$ cat src/rtl/assert_macros.svh
// Assertion macros shared by the datapath RTL.
// Depends on nothing; included by files that carry concurrent assertions.
`ifndef ASSERT_MACROS_SVH
`define ASSERT_MACROS_SVH

// Property must hold at every clock edge outside reset.
`define SMC_ASSERT(lbl, clk, rst, prop) \
   lbl: assert property (@(posedge clk) disable iff (rst) (prop)) \
      else $error("assertion failed");

// Condition must never be seen at a clock edge outside reset.
`define SMC_NEVER(lbl, clk, rst, cond) \
   lbl: assert property (@(posedge clk) disable iff (rst) !(cond)) \
      else $error("forbidden condition seen");

`endif

$ cat src/rtl/smc_ram.sv
// Single-port synchronous RAM with registered read.
// Depends on nothing.
`default_nettype none
module smc_ram #(
   parameter int WIDTH = 8,
   parameter int DEPTH = 256
) (
   input  wire logic                     clock,
   input  wire logic                     en,
   input  wire logic                     we,
   input  wire logic [$clog2(DEPTH)-1:0] addr,
   input  wire logic [WIDTH-1:0]         wdata,
   output logic      [WIDTH-1:0]         rdata
);
   logic [WIDTH-1:0] mem [DEPTH];

   always_ff @(posedge clock) begin
      if (en) begin
         if (we) begin
            mem[addr] <= wdata;
         end else begin
            rdata <= mem[addr];
         end
      end
   end
endmodule
`default_nettype wire

$ cat config.mk
export PLATFORM = sky130hd
export DESIGN_NAME = smc_ram
export DESIGN_NICKNAME = d
export VERILOG_FILES = /design/src/rtl/assert_macros.svh /design/src/rtl/smc_ram.sv
export SDC_FILE = /design/constraint.sdc
export NUM_CORES = 2
export LEC_CHECK = 0
export ABC_AREA = 1
export BUFFER_PORTS_ARGS = -buffer_cell sky130_fd_sc_hd__buf_4
export CAP_MARGIN = 20
export CORE_UTILIZATION = 57
export CTS_BUF_LIST = sky130_fd_sc_hd__clkbuf_4 sky130_fd_sc_hd__clkbuf_8
export DETAILED_ROUTE_END_ITERATION = 6
export HOLD_SLACK_MARGIN = 0.08
export PLACE_DENSITY_LB_ADDON = 0.3
export SLEW_MARGIN = 15
export SYNTH_ARGS = -nofsm -noshare
export SYNTH_HDL_FRONTEND = slang
export SYNTH_SLANG_ARGS = --single-unit
$ cat constraint.sdc
create_clock -name clock -period 2.8 [get_ports clock]
set_input_delay 0.56 -clock clock [delete_from_list [all_inputs] [get_ports clock]]
set_output_delay 0.56 -clock clock [all_outputs]
set_load 0.01 [all_outputs]
==> flow_metrics.py <==
metrics = {
    "logic_synthesis": {
        "synth.most_common_cell": "nand2_1",
        "synthCells": 7960,
        "ys_seq_area_share_pct": 72.8,
        "synth_ff_type": "edfxtp_1",
        "synthTopCellsByCount": "4,695 x nand2_1, 2,056 x edfxtp_1, 345 x nor2_1, 256 x nand3_1, 214 x buf_2",
        "ys_warn_count": 0,
        "synth_top_area_cell": "edfxtp_1",
        "syn_area_um2": 84800,
        "synth_cell_types": 14,
        "synth-seq-cells": 2056,
        "netlist_top_cells_area": "edfxtp_1 73%, nand2_1 21%, nor2_1 1.5%",
        "yosys.area.top_type_share_pct": 72.8,
        "syn_area_per_cell_um2": 10.7,
        "async_flop_share_pct": 0,
        "synth_edf_count": 2056,
        "syn_nets": 7979,
    },
    "floorplan": {
        "die_h_um": 388,
        "core_region_area_um2": 148000,
        "initial_core_util_pct": 57.5,
        "ios": 27,
        "rows": 141,
        "die_x_um": 388,
        "die_area_um2": 150000,
    },
    "layout": {
        "area_growth_pct": 15.5,
        "nNetsFinal": 8563,
        "final_layout_size_suffix_gt1_share_pct": 13.2,
    },
    "power_and_ir_drop": {
        "p_leak_uw": 0.0399,
        "switching_share_pct": 22.9,
        "total_power_uw": 62800,
        "seqPwrFrac_pct": 54.0,
        "p_clk_share_pct": 39.6,
        "p_switching_uw": 14400,
        "powerDensity_nw_per_um2": 641,
        "ir_drop_uv": 569,
        "internal_power_uw": 48500,
        "pwr-share-comb_pct": 6.4,
    },
    "timing": {
        "slew_viol_final": 0,
        "clock_skew_ns": 0.0634,
        "max-slew-margin-rel_pct": 44.6,
        "rsz0062_at_grt": "no",
        "setup_viol": 0,
        "fin_hold_ws_ns": 0.298,
        "tightest_slew_ns": 0.831,
        "fin_crit_ns": 2.40,
        "clock.fmax_ghz": 0.417,
        "hold_violations": 0,
        "finalCritPeriodShare_pct": 85.6,
    },
    "cts": {
        "clock_latency_ns": 1.02,
        "postCtsSetupBuffers": 0,
        "cts_resized": 0,
        "cts-root-buf": "clkbuf_8",
        "cts.htree.levels": 5,
        "cts_tree": "yes",
        "clkTransAtPathRegs_ns": 0.07,
        "cts_made_buffers": 337,
        "clock_path_buffers": 4,
        "ctsHoldBuffers": 10,
        "cts_sinks": 2056,
    },
    "global_route": {
        "grt_first_pass_wirelength_um": 344000,
        "grt_use_total_pct": 30.4,
        "grt_pass1_vias": 57900,
        "grt_max_degree": 96,
        "antenna_found_initial": 8,
        "overflow": 0,
    },
    "setup_path": {
        "required_ns": 3.53,
        "start_kind": "input port",
        "r2r_end": "rdata[0]",
        "cp.arrival_ns": 3.13,
        "path_max_fanout": 28,
        "worstRegToRegCells": 12,
        "crit_type": "input port to flop",
        "end_kind": "flop",
        "reg2reg_slack_ns": 0.41,
        "reg2reg_from": "mem[119][0]",
    },
    "route": {
        "drt_wl_total_um": 228000,
        "drtIter0Drc": 6886,
        "vias": 59700,
        "wl_per_cell_um": 21.3,
        "drc": 0,
        "final_antenna_net_count": 0,
        "viasPerCell": 5.58,
        "drtPass1Iterations": 6,
    },
    "hold_path": {
        "hp-class": "input port to flop",
        "worstHoldEndpoint": "rdata[3]",
        "hold_depth": 6,
        "hold_start": "addr[6]",
    },
    "placed_design": {
        "dpl.hpwl_um": 141000,
        "io_buffer_count": 26,
        "place_congestion": 0.945,
    },
    "outcome": {
        "status": "finished, final reports clean",
    },
    "run": {
        "maxCapViolCount": 0,
    },
}
worst max path at each step:
stage               slack (ns)    endpoint         from
floorplan                 0.32  mem[97][0]      addr[0]
global placement         -0.43    rdata[0]      addr[0]
detailed placement       -0.45    rdata[0]      addr[0]
CTS                       0.42    rdata[5]     rdata[5]
global route              0.40    rdata[0]  mem[112][0]
finish                    0.40    rdata[0]      addr[0]
cells in the final DEF, fill, tap and decap left out, types with 6 or more instances in the layout:
cell type	synthesis	layout
dlygate4sd3_1	0	10
o21ai_1	128	128
nand4_1	40	40
clkbuf_4	0	88
buf_4	5	550
nor2_4	0	6
bufinv_16	0	10
nand3_2	0	8
nor2_1	345	339
nand3_1	256	248
nand2_1	4695	4695
edfxtp_1	2056	2056
inv_1	11	11
buf_12	0	99
buf_8	0	10
clkinv_1	2	86
clkinv_2	0	34
clkbuf_8	0	344
power by group through the flow:
stage | combinational [µW] | sequential, µW | clock [µW]
floorplan | 1920 | 34600 | 0
global placement | 3890 | 34600 | 0
detailed placement | 3930 | 34600 | 0
CTS | 3970 | 33900 | 25100
global route | 4340 | 33900 | 26300
finish | 4010 | 33900 | 24900
layer usage:
| layer | wire length, µm | part of all wire [%] | GRT usage (%) |
|---|---|---|---|
| met1 | 88500 | 39 | 41.8 |
| met2 | 105000 | 46 | 47.1 |
| met3 | 25700 | 11 | 6.82 |
| met4 | 8920 | 3.9 | 12.9 |
| met5 | 38 | 0.017 | 0 |
metrics by stage:
| stage | cell area [µm²] | setup WS (ns) | std cells | util, % | TNS (ns) |
|---|---|---|---|---|---|
| after detailed placement | 91700 | -0.451 | 10100 | 62.1 | -2.66 |
| after CTS | 98000 | 0.422 | 10700 | 66.4 | 0 |
| final | 98000 | 0.402 | 10700 | 66.4 | 0 |
| after global routing | 98000 | 0.400 | 10700 | 66.4 | 0 |
| after floorplan | 84800 | 0.315 | 7960 | - | 0 |
| after global placement | 91700 | -0.427 | 10100 | 62.1 | -2.44 |
registers in the layout, indices dropped and copies added (netlist names):
register,count
mem,2048
rdata,8
cells by family after synthesis:
group	count (synthesis)	synth area share (%)
flops	2056	72.8
buf+inv	440	2.36
simple gates	5336	24.1
compound gates	128	0.755
area by class of cell:
cell class | instances | area, µm²
fillers | 10800 | 49600
flip-flops and latches | 2056 | 61700
inverters | 16 | 85.1
clock buffers | 432 | 5400
multi-input cells | 5464 | 21200
well taps | 1930 | 2410
diodes | 3 | 7.51
clock inverters | 136 | 840
repair buffers | 669 | 6360
critical path: stages:
cell	delay, ns
buf_8	0.21
inv_8	0.19
buf_12	0.22
buf_4	0.17
nand2_1	0.06
nand2_1	0.07
nand2_1	0.07
nand2_1	0.06
nand2_1	0.06
nand2_1	0.08
o21ai_1	0.23
nand2_1	0.26
nor2_1	0.16
nor2_1	0.12
nor2_1	0.41
nand2_1	0.12
(Power assumes the default switching activity.)
